--- src/sv/arp_pkg.sv ---
package arp_pkg;

	localparam int ENTRIES = 16;
	localparam int PORTS   = 16;

	localparam int AW     = (ENTRIES > 1) ? $clog2(ENTRIES) : 1;
	localparam int IP_W   = 32;
	localparam int MAC_W  = 48;
	localparam int PORT_W = 4;
	localparam int KIND_W = 2;
	// Wide enough to hold PORTS itself for the range check.
	localparam int PCMP_W = 9;

	localparam logic [KIND_W-1:0] KIND_LOOKUP = 2'd0;
	localparam logic [KIND_W-1:0] KIND_UPDATE = 2'd1;
	localparam logic [KIND_W-1:0] KIND_DELETE = 2'd2;

	typedef struct packed {
		logic [IP_W-1:0]   ip;
		logic [MAC_W-1:0]  mac;
		logic [PORT_W-1:0] port;
	} entry_t;

	typedef struct packed {
		logic [KIND_W-1:0] kind;
		logic [IP_W-1:0]   ip;
		logic [MAC_W-1:0]  mac;
		logic [PORT_W-1:0] port;
	} req_t;

	typedef struct packed {
		logic              hit;
		logic              changed;
		logic              full_res;
		logic [MAC_W-1:0]  mac;
		logic [PORT_W-1:0] port;
	} res_t;

	typedef struct packed {
		logic          we;
		logic [AW-1:0] waddr;
		entry_t        wdata;
		logic [AW-1:0] raddr;
	} ram_req_t;

endpackage

--- src/sv/arp_cache_table_top.sv ---
// ARP cache: one request at a time, each scanning all table slots through the RAM read port.
// Steps: scan every slot, take the last read in a drain state, then load the result register.
// The scan reads one slot per cycle; the final step waits while a result waits for m_tready.
// The result register lets the next request start while a result waits for m_tready.
// Reset (arst_n low, asynchronous) clears all valid bits and m_tvalid and idles the controller.
module arp_cache_table_top (
	input  logic        clk,
	input  logic        arst_n,
	input  logic        s_tvalid,
	output logic        s_tready,
	// Bits from the lowest: ip_addr[31:0], mac_in[79:32], port_in[83:80], zero pad[87:84].
	input  logic [87:0] s_tdata,
	// Bits from the lowest: kind[1:0].
	input  logic [1:0]  s_tuser,
	output logic        m_tvalid,
	input  logic        m_tready,
	// Bits from the lowest: mac_out[47:0], port_out[51:48], zero pad[55:52].
	output logic [55:0] m_tdata,
	// Bits from the lowest: hit[0], changed[1], full_res[2].
	output logic [2:0]  m_tuser
);

	arp_pkg::req_t      in_req;
	arp_pkg::res_t      res;
	arp_pkg::ram_req_t  ram_req;
	arp_pkg::entry_t    ram_rdata;
	logic               res_load;
	logic               out_free;
	logic               m_tvalid_q;
	arp_pkg::res_t      res_q;

	assign in_req.kind = s_tuser;
	assign in_req.ip   = s_tdata[31:0];
	assign in_req.mac  = s_tdata[79:32];
	assign in_req.port = s_tdata[83:80];

	assign out_free = !m_tvalid_q || m_tready;

	arp_ram u_ram (
		.clk   (clk),
		.req   (ram_req),
		.rdata (ram_rdata)
	);

	arp_ctrl u_ctrl (
		.clk       (clk),
		.arst_n    (arst_n),
		.in_valid  (s_tvalid),
		.in_ready  (s_tready),
		.in_req    (in_req),
		.out_free  (out_free),
		.res_load  (res_load),
		.res       (res),
		.ram_req   (ram_req),
		.ram_rdata (ram_rdata)
	);

	always_ff @(posedge clk or negedge arst_n) begin
		if (!arst_n) begin
			m_tvalid_q <= 1'b0;
		end else if (res_load) begin
			m_tvalid_q <= 1'b1;
		end else if (m_tready) begin
			m_tvalid_q <= 1'b0;
		end
	end

	always_ff @(posedge clk) begin
		if (res_load) begin
			res_q <= res;
		end
	end

	assign m_tvalid = m_tvalid_q;
	assign m_tdata  = {4'd0, res_q.port, res_q.mac};
	assign m_tuser  = {res_q.full_res, res_q.changed, res_q.hit};

endmodule

--- src/sv/arp_ram.sv ---
module arp_ram (
	input  logic               clk,
	input  arp_pkg::ram_req_t  req,
	output arp_pkg::entry_t    rdata
);

	arp_pkg::entry_t mem [arp_pkg::ENTRIES];

	always_ff @(posedge clk) begin
		if (req.we) begin
			mem[req.waddr] <= req.wdata;
		end
		rdata <= mem[req.raddr];
	end

endmodule

--- src/sv/arp_ctrl.sv ---
module arp_ctrl (
	input  logic               clk,
	input  logic               arst_n,
	input  logic               in_valid,
	output logic               in_ready,
	input  arp_pkg::req_t      in_req,
	input  logic               out_free,
	output logic               res_load,
	output arp_pkg::res_t      res,
	output arp_pkg::ram_req_t  ram_req,
	input  arp_pkg::entry_t    ram_rdata
);

	localparam logic [1:0] ST_IDLE  = 2'd0;
	localparam logic [1:0] ST_SCAN  = 2'd1;
	localparam logic [1:0] ST_DRAIN = 2'd2;
	localparam logic [1:0] ST_FIN   = 2'd3;

	localparam logic [arp_pkg::AW-1:0] LAST_IDX = arp_pkg::AW'(arp_pkg::ENTRIES - 1);

	logic [1:0]                    state_q;
	arp_pkg::req_t                 req_q;
	logic [arp_pkg::AW-1:0]        rd_addr_q;
	logic                          rd_vld_s1;
	logic [arp_pkg::AW-1:0]        rd_idx_s1;
	logic [arp_pkg::ENTRIES-1:0]   valid_q;
	logic                          match_q;
	logic [arp_pkg::AW-1:0]        match_idx_q;
	logic [arp_pkg::MAC_W-1:0]     old_mac_q;
	logic [arp_pkg::PORT_W-1:0]    old_port_q;
	logic                          free_q;
	logic [arp_pkg::AW-1:0]        free_idx_q;

	logic                          in_acc;
	logic                          fin_go;
	logic                          is_upd;
	logic                          is_del;
	logic                          port_ok;
	logic                          diff;
	logic                          wr_en;
	logic [arp_pkg::AW-1:0]        wr_idx;
	logic                          set_v;
	logic                          clr_v;
	logic                          changed;
	logic                          full;
	logic                          rd_match;
	logic                          rd_free;

	assign in_ready = (state_q == ST_IDLE);
	assign in_acc   = in_valid && in_ready;
	assign fin_go   = (state_q == ST_FIN) && out_free;

	// A slot read back this cycle; its valid bit is current because the table
	// is only written in the final step of a request.
	assign rd_match = rd_vld_s1 && valid_q[rd_idx_s1] && (ram_rdata.ip == req_q.ip);
	assign rd_free  = rd_vld_s1 && !valid_q[rd_idx_s1];

	always_comb begin
		is_upd  = (req_q.kind == arp_pkg::KIND_UPDATE);
		is_del  = (req_q.kind == arp_pkg::KIND_DELETE);
		port_ok = arp_pkg::PCMP_W'(req_q.port) < arp_pkg::PCMP_W'(arp_pkg::PORTS);
		diff    = (old_mac_q != req_q.mac) || (old_port_q != req_q.port);
		wr_en   = 1'b0;
		wr_idx  = match_idx_q;
		set_v   = 1'b0;
		clr_v   = 1'b0;
		changed = 1'b0;
		full    = 1'b0;
		if (is_upd && port_ok) begin
			if (match_q) begin
				if (diff) begin
					wr_en   = 1'b1;
					changed = 1'b1;
				end
			end else if (free_q) begin
				wr_en   = 1'b1;
				wr_idx  = free_idx_q;
				set_v   = 1'b1;
				changed = 1'b1;
			end else begin
				full = 1'b1;
			end
		end
		if (is_del && match_q) begin
			clr_v   = 1'b1;
			changed = 1'b1;
		end
	end

	assign res_load      = fin_go;
	assign res.hit       = match_q;
	assign res.changed   = changed;
	assign res.full_res  = full;
	assign res.mac       = match_q ? old_mac_q : '0;
	assign res.port      = match_q ? old_port_q : '0;

	assign ram_req.we          = fin_go && wr_en;
	assign ram_req.waddr       = wr_idx;
	assign ram_req.wdata.ip    = req_q.ip;
	assign ram_req.wdata.mac   = req_q.mac;
	assign ram_req.wdata.port  = req_q.port;
	assign ram_req.raddr       = rd_addr_q;

	always_ff @(posedge clk or negedge arst_n) begin
		if (!arst_n) begin
			state_q   <= ST_IDLE;
			rd_addr_q <= '0;
			rd_vld_s1 <= 1'b0;
			rd_idx_s1 <= '0;
			valid_q   <= '0;
			match_q   <= 1'b0;
			free_q    <= 1'b0;
		end else begin
			rd_vld_s1 <= (state_q == ST_SCAN);
			rd_idx_s1 <= rd_addr_q;
			case (state_q)
				ST_IDLE: begin
					if (in_acc) begin
						state_q   <= ST_SCAN;
						rd_addr_q <= '0;
						match_q   <= 1'b0;
						free_q    <= 1'b0;
					end
				end
				ST_SCAN: begin
					if (rd_addr_q == LAST_IDX) begin
						state_q <= ST_DRAIN;
					end else begin
						rd_addr_q <= rd_addr_q + 1'b1;
					end
				end
				ST_DRAIN: begin
					state_q <= ST_FIN;
				end
				ST_FIN: begin
					if (fin_go) begin
						state_q <= ST_IDLE;
						if (set_v) begin
							valid_q[wr_idx] <= 1'b1;
						end
						if (clr_v) begin
							valid_q[match_idx_q] <= 1'b0;
						end
					end
				end
				default: begin
					state_q <= ST_IDLE;
				end
			endcase
			// The lowest matching slot and the lowest free slot win.
			if (rd_match && !match_q) begin
				match_q <= 1'b1;
			end
			if (rd_free && !free_q) begin
				free_q <= 1'b1;
			end
		end
	end

	always_ff @(posedge clk) begin
		if (in_acc) begin
			req_q <= in_req;
		end
		if (rd_match && !match_q) begin
			match_idx_q <= rd_idx_s1;
			old_mac_q   <= ram_rdata.mac;
			old_port_q  <= ram_rdata.port;
		end
		if (rd_free && !free_q) begin
			free_idx_q <= rd_idx_s1;
		end
	end

endmodule

--- config.mk ---
export PLATFORM = sky130hd
export DESIGN_NAME = arp_cache_table_top
export DESIGN_NICKNAME = d
export VERILOG_FILES = /design/src/sv/arp_pkg.sv /design/src/sv/arp_cache_table_top.sv /design/src/sv/arp_ram.sv /design/src/sv/arp_ctrl.sv
export SDC_FILE = /design/constraint.sdc
export NUM_CORES = 1
export LEC_CHECK = 0
export ABC_CLOCK_PERIOD_IN_PS = 16400
export BUFFER_PORTS_ARGS = -buffer_cell sky130_fd_sc_hd__clkbuf_2
export CAP_MARGIN = 0
export CORE_UTILIZATION = 45
export DETAILED_ROUTE_END_ITERATION = 12
export GPL_TIMING_DRIVEN = 0
export HOLD_SLACK_MARGIN = 0.15
export SLEW_MARGIN = 40
export SYNTH_ARGS = -nofsm -noshare
export SYNTH_HDL_FRONTEND = slang
export SYNTH_HIERARCHICAL = 1
export SYNTH_SLANG_ARGS = --single-unit
--- constraint.sdc ---
create_clock -name clk -period 16.4 [get_ports clk]
set_input_delay 3.28 -clock clk [delete_from_list [all_inputs] [get_ports clk]]
set_output_delay 3.28 -clock clk [all_outputs]
set_load 0.05 [all_outputs]
==> flow_metrics.py, run 1 <==
metrics = {
    "timing": {
        "worst_slew_pin_slew_ps": 888,
        "finClkSkew_ps": 41.2,
        "slew_violations": 0,
        "fin_ws_ps": 9570,
        "hold_ws_ps": 396,
        "fmax_mhz": 146,
        "fin_tns_setup_ps": 0,
        "final_hold_viol_count": 0,
        "relSlewSlack": 0.408,
        "post-route-period-util": 0.416,
        "period_minus_slack_ps": 6830,
        "rsz0062_at_grt": "no",
        "finalSetupViolCount": 0,
    },
    "place": {
        "port_buffers": 146,
        "gp_congestion": 0.777,
        "hpwl_um": 104000,
        "dp_cells": 4887,
        "dp_slack_ps": 8790,
    },
    "critical_path": {
        "startpoint_type": "input pin",
        "worstPathRequired_ps": 16870,
        "cpMostUsedCell": "buf_2",
        "path_delay_family": "buffers and inverters",
        "r2r-start": "u_ctrl/state_q[1]",
        "crit_fanout": 34,
        "crit_type": "in -> reg",
        "crit_slowest_cell": "or3b_2",
        "cp_cell_sequence": "clkbuf_2 -> nand2b_4 -> and2_1 -> clkbuf_4 -> buf_12 -> o211ai_1 -> nor2_1 -> or3b_2 -> nor3_2 -> buf_4 -> buf_4 -> buf_2 -> buf_4 -> buf_2 -> buf_2 -> buf_2",
        "startpoint": "m_tready",
        "crit_buf_inv": 10,
        "cpPeakStageDelay_ps": 610,
        "cp.arrival_ps": 7300,
        "crit_path_end_kind": "flip-flop",
    },
    "run": {
        "max_cap_viol_count": 0,
    },
    "yosys": {
        "synth_ff_type": "edfxtp_1",
        "synth.area.mux_share": 0.126,
        "async_flop_share": 0.0181,
        "netlist_area_mm2": 0.0616,
        "seq_area_frac_synth": 0.792,
        "synthSimpleGateAreaFrac": 0.0203,
        "synth_warnings": 6,
        "syn_inst": 2777,
        "synth_xor_area_frac": 0.0107,
        "ys_ff_latch": 1659,
        "synth_edf_count": 1545,
        "synth-compound-area-share": 0.0290,
        "syn_area_per_cell_um2": 22.2,
        "ys_types": 51,
        "yosys.area_share.adder": 0.00101,
        "synth_top_family_by_area": "multiplexers",
    },
    "floorplan": {
        "core_area_mm2": 0.136,
        "dieWidth_um": 372,
        "io_pins": 155,
        "rows": 135,
        "start_util": 0.454,
        "dieHeight_um": 372,
        "die_area_mm2": 0.138,
    },
    "global_routing": {
        "grt_usage": 0.229,
        "grt_max_degree": 47,
        "globalRouteOverflowTotal": 0,
        "grt_pass1_vias": 30859,
        "grt_pass1_wl_um": 220000,
        "grt_antenna_before_repair": 4,
    },
    "cells_and_area": {
        "nNetsFinal": 3375,
        "area_growth_pct": 18.3,
        "fin_util": 0.537,
        "final_common_cell": "edfxtp_1",
        "finalNonFillerCells": 5200,
        "layout_common_cells": "1545 x edfxtp_1, 337 x mux4_2, 178 x clkbuf_2",
        "fillCellCount": 10269,
        "drive_above_1_share": 0.335,
    },
    "cts": {
        "cts_root_buffer": "clkbuf_16",
        "clk_latency_ps": 800,
        "h-tree-depth": 4,
        "cts.hold.buffers_added": 0,
        "cts-resized-gates": 0,
        "cts_buffer_depth": 3,
        "clock-sinks": 1659,
        "numCtsBuffers": 167,
        "clkTransAtPathRegs_ps": 60,
        "cts_tree": "done",
        "post_cts_buffers": 0,
    },
    "power_and_ir_drop": {
        "power_density_mw_per_mm2": 149,
        "p_leak_uw": 0.0238,
        "ir_worst_vdd_mv": 0.0880,
    },
    "detailed_routing": {
        "vias": 29890,
        "viasPerCell": 5.75,
        "firstDrtPassIters": 6,
        "drc": 0,
        "wl_per_cell_um": 30.0,
        "final_antenna_net_count": 0,
        "drt-initial-drc-count": 3422,
        "finalWirelength_um": 156000,
    },
    "hold_path": {
        "hold_path.class": "reg -> reg",
        "holdCritStartpoint": "u_ram/rdata[4]",
    },
    "run_status": {
        "outcome": "completed",
    },
}
layout make-up:
type	count	area [µm²]	share of cell area
sequential	1659	48800	0.670
multi-input combinational	896	11700	0.160
inverter	13	56.3	0.000772
tap	1781	2230	0.0306
buffer	212	1300	0.0178
timing repair buffer	327	3490	0.0478
antenna	2	5.00	0.0000687
clock inverter	70	653	0.00896
clock buffer	240	4700	0.0644
cell families after synthesis:
logic type	Yosys count
other	1
flip-flops	1659
multiplexers	346
adder cells (fa/ha/maj)	5
XOR/XNOR	75
buffers and inverters	225
AND/OR/NAND/NOR	245
AO/OA/AOI/OAI	221
synthesized netlist by cell type (9+ instances only):
| library cell | number | area share |
|---|---|---|
| nand2_1 | 93 | 0.0057 |
| nor4_1 | 9 | 0.00091 |
| edfxtp_1 | 1545 | 0.75 |
| xor2_1 | 27 | 0.0038 |
| a22oi_1 | 128 | 0.016 |
| nor2_1 | 26 | 0.0016 |
| a22oi_2 | 40 | 0.0081 |
| nand4_1 | 15 | 0.0015 |
| a21oi_1 | 27 | 0.0022 |
| buf_4 | 94 | 0.011 |
| and2_1 | 53 | 0.0054 |
| inv_1 | 13 | 0.00079 |
| nor3_1 | 9 | 0.00073 |
| dfxtp_1 | 84 | 0.027 |
| buf_2 | 40 | 0.0032 |
| mux4_2 | 337 | 0.12 |
| nor2b_1 | 12 | 0.0012 |
| clkbuf_1 | 58 | 0.0035 |
| dfrtp_1 | 30 | 0.012 |
| buf_1 | 11 | 0.00067 |
| xnor2_1 | 48 | 0.0068 |
through the flow:
stage | cell area [µm²] | power, µW
2_1_floorplan | 61700 | 6530
3_3_place_gp | 64600 | 7150
3_5_place_dp | 67500 | 7210
4_1_cts | 72900 | 10900
5_1_grt | 72900 | 11200
6_report | 72900 | 10800
state kept, by name, indices dropped and copies added (netlist names):
register,flops
u_ctrl/rd_addr_q,4
u_ctrl/req_q,2
m_tdata,52
u_ctrl/free_idx_q,4
u_ctrl/match_idx_q,4
u_ctrl/state_q,2
u_ram/mem,1344
u_ctrl/rd_idx_s1,4
u_ctrl/old_port_q,4
u_ctrl/old_mac_q,48
u_ctrl/match_q,1
u_ctrl/valid_q,16
m_tuser,3
m_tvalid,1
u_ctrl/rd_vld_s1,1
u_ctrl/ram_req,84
u_ctrl/free_q,1
u_ram/rdata,84
path summary, 6_finish.rpt:
path                                       end  slack [ps]  cells after the start
setup / recovery              u_ram/mem[0][76]        9570                     16
hold / removal             u_ctrl/old_mac_q[0]         400                      0
setup reg to reg              u_ram/mem[0][76]       11720                     15
hold reg to reg            u_ctrl/old_mac_q[0]         400                      0
max in group asynchronous    u_ctrl/valid_q[9]       13390                      1
min in group asynchronous    u_ctrl/valid_q[7]        2540                      1
metal layers:
layer  up-vias  GRT usage  part of all wire
met4         0     0.0777             0.032
met2      1426      0.354              0.47
li1      12412          -                 -
met1     15811      0.313              0.41
met5         -          0                 0
met3       241     0.0635             0.094
report_power, final:
group          total, µW  internal [µW]  switching, µW  leakage [µW]
Clock               3720           2150           1560       0.00261
Sequential          5140           5010            129        0.0151
Combinational       1970            794           1180       0.00613
Total              10800           7960           2870        0.0238
Power figures use the tool's default switching activity.
==> run 2, diff against run 1 <==
--- a/config.mk
+++ b/config.mk
@@ -5,7 +5,8 @@
 export SDC_FILE = /design/constraint.sdc
 export NUM_CORES = 1
 export LEC_CHECK = 0
-export ABC_CLOCK_PERIOD_IN_PS = 16400
+export ABC_AREA = 1
+export ABC_CLOCK_PERIOD_IN_PS = 7100
 export BUFFER_PORTS_ARGS = -buffer_cell sky130_fd_sc_hd__clkbuf_2
 export CAP_MARGIN = 0
 export CORE_UTILIZATION = 45
==> constraint.sdc (replaced) <==
create_clock -name clk -period 7.1 [get_ports clk]
set_input_delay 1.42 -clock clk [delete_from_list [all_inputs] [get_ports clk]]
set_output_delay 1.42 -clock clk [all_outputs]
set_load 0.05 [all_outputs]
==> run 2 against run 1 <==
Effect of this change:
- cell count is 77% higher
- hold slack hardly changed
- wire length is 37% higher
- via count is 60% higher
- die area is 13% higher
- clock skew is 7.2 ps lower
- critical path depth is 1 higher
- register-to-register slack worse by 9400 ps
- power grew to 2.6 times the previous value
- critical path type is now reg -> reg
- critical endpoint is now u_ram/mem[15][52]
- largest cell class unchanged
- highest routed layer is now met5
==> flow_metrics.py, run 2 <==
metrics = {
    "timing": {
        "finalSetupViolCount": 0,
        "hold_ws_ps": 395,
        "rsz0062_at_grt": "no",
        "worst_slew_pin_slew_ps": 954,
        "fmax_mhz": 210,
        "post-route-period-util": 0.670,
        "final_hold_viol_count": 0,
        "finClkSkew_ps": 34.0,
        "slew_violations": 0,
        "relSlewSlack": 0.364,
        "period_minus_slack_ps": 4760,
        "fin_ws_ps": 2340,
    },
    "power_and_ir_drop": {
        "power.total_uw": 27800,
        "p_leak_uw": 0.0348,
        "ir_worst_vdd_mv": 0.297,
        "power_density_mw_per_mm2": 342,
    },
    "detailed_routing": {
        "vias": 47805,
        "viasPerCell": 5.20,
        "drt-initial-drc-count": 5475,
        "drc": 0,
        "final_antenna_net_count": 0,
        "firstDrtPassIters": 6,
        "finalWirelength_um": 214000,
        "wl_per_cell_um": 23.3,
    },
    "cts": {
        "post_cts_buffers": 0,
        "numCtsBuffers": 173,
        "cts-resized-gates": 0,
        "cts_buffer_depth": 3,
        "cts_tree": "done",
        "clkTransAtPathRegs_ps": 60,
        "h-tree-depth": 4,
        "cts_root_buffer": "clkbuf_16",
        "clock-sinks": 1659,
        "cts.hold.buffers_added": 0,
        "clk_latency_ps": 830,
    },
    "cells_and_area": {
        "finalNonFillerCells": 9195,
        "layout_common_cells": "2017 x nand2_1, 1545 x edfxtp_1, 1205 x inv_1",
        "nNetsFinal": 7109,
        "stdcell_area_mm2": 0.0812,
        "final_common_cell": "nand2_1",
        "drive_above_1_share": 0.121,
        "area_growth_pct": 16.8,
        "regMostFlops": "u_ram/mem",
        "largest_register_ff_count": 1344,
    },
    "global_routing": {
        "grt_pass1_vias": 44952,
        "globalRouteOverflowTotal": 0,
        "grt_pass1_wl_um": 304000,
        "grt_antenna_before_repair": 9,
        "grt_max_degree": 57,
        "grt_usage": 0.270,
    },
    "floorplan": {
        "die_area_mm2": 0.156,
        "io_pins": 155,
        "start_util": 0.456,
        "rows": 143,
        "core_area_mm2": 0.153,
        "dieHeight_um": 395,
        "dieWidth_um": 395,
    },
    "yosys": {
        "synth_xor_area_frac": 0.00252,
        "synth_ff_type": "edfxtp_1",
        "netlist_area_mm2": 0.0695,
        "synth.area.top_cells": "edfxtp_1 67%, nand2_1 11%, nand3_1 7.4%, inv_1 6.5%, dfxtp_1 2.4%",
        "synthSimpleGateAreaFrac": 0.195,
        "async_flop_share": 0.0181,
        "synthTopCellsByCount": "2017 x nand2_1, 1545 x edfxtp_1, 1207 x inv_1",
        "ys_types": 36,
        "ys_ff_latch": 1659,
        "syn_inst": 6564,
        "yosysMostFrequentCell": "nand2_1",
        "synth_edf_count": 1545,
        "synth-compound-area-share": 0.00471,
        "synth_warnings": 6,
        "seq_area_frac_synth": 0.702,
        "synth_top_family_by_area": "simple AND/OR/NAND/NOR gates",
        "syn_area_per_cell_um2": 10.6,
        "yosys.area.top_type": "edfxtp_1",
        "synth_top_area_frac": 0.667,
        "yosys.area_share.adder": 0.000900,
        "synth.area.mux_share": 0,
    },
    "critical_path": {
        "crit_path_end_kind": "flip-flop",
        "startpoint_type": "flip-flop",
        "worstPathRequired_ps": 7610,
        "cp.arrival_ps": 5270,
        "crit_fanout": 13,
        "crit_type": "reg -> reg",
    },
    "place": {
        "dp_cells": 8865,
        "dp_slack_ps": 2470,
        "gp_congestion": 0.908,
        "placedInstanceArea_mm2": 0.0756,
        "port_buffers": 146,
        "hpwl_um": 142000,
    },
    "run_status": {
        "outcome": "completed",
    },
    "hold_path": {
        "hold_path.class": "reg -> reg",
    },
    "run": {
        "max_cap_viol_count": 0,
    },
}
[run 2: cell types whose count changed after synthesis, moves of 105 or more]
cell	previous run	this run
a22oi_1	128	0
nand3_1	7	1030
nand2_1	93	2017
inv_1	13	1207
mux4_2	337	0
buf_2	40	145
[run 2: cell type report]
class                   instances  area [µm²]
clock buffers                 253        4990
flip-flops and latches       1659       48800
plain buffers                 377        2080
well taps                    2030        2540
fillers                     13011       71400
inverters                    1214        4570
multi-input cells            3317       14200
diodes                          6        15.0
clock inverters                71         622
repair buffers                268        3320
[run 2: kinds of logic after synthesis]
group / after synthesis
xor+xnor: 20
fa+ha+maj: 5
other cells: 1
buf+inv: 1591
flops: 1659
simple gates: 3226
compound gates: 62
[run 2: worst max-delay path, stage by stage (launching register included)]
cell      delay (ps)
edfxtp_1         420
nand2_1           90
inv_1             30
nor2_1           620
nor2_1           200
nand2_1          100
nor2_1           110
nand2_1           80
nor2_1            50
nand2_1          410
nand2_1          140
nor2_1           320
nand3_1          400
nor2_4           620
buf_8            250
buf_16           170
buf_16           170
buf_8            200
[run 2: final timing paths]
check                                   start                   end  slack, ps  depth (start not counted)
min                           u_ram/rdata[39]  u_ctrl/old_mac_q[35]        400                          0
max                        u_ctrl/ram_req[24]     u_ram/mem[15][52]       2340                         17
max in group asynchronous              arst_n      u_ctrl/rd_vld_s1       5990                          1
min reg2reg                   u_ram/rdata[39]  u_ctrl/old_mac_q[35]        400                          0
max reg2reg                u_ctrl/ram_req[24]     u_ram/mem[15][52]       2340                         17
min in group asynchronous              arst_n    u_ctrl/valid_q[14]        640                          1
[run 2: layer usage]
metal  share of wire  global-route usage  vias up
met5         0.00033                   0        -
met4           0.040               0.113       10
met3           0.091              0.0478      434
met2            0.47               0.438     2380
met1            0.40               0.359    23011
li1                -                   -    21970
[run 2: report_power, final]
group | switching [µW] | internal, µW | leakage (µW) | total, µW
Clock | 3830 | 5110 | 0.00274 | 8940
Sequential | 284 | 11500 | 0.0150 | 11800
Combinational | 5300 | 1750 | 0.0171 | 7050
Total | 9410 | 18400 | 0.0348 | 27800
[run 2: per-stage QoR]
| stage | TNS [ps] | util |
|---|---|---|
| finish | 0 | 0.532 |
| global route | 0 | 0.532 |
| CTS | 0 | 0.532 |
| detailed placement | 0 | 0.495 |
| global placement | -5634890 | 0.477 |
| floorplan | 0 | - |
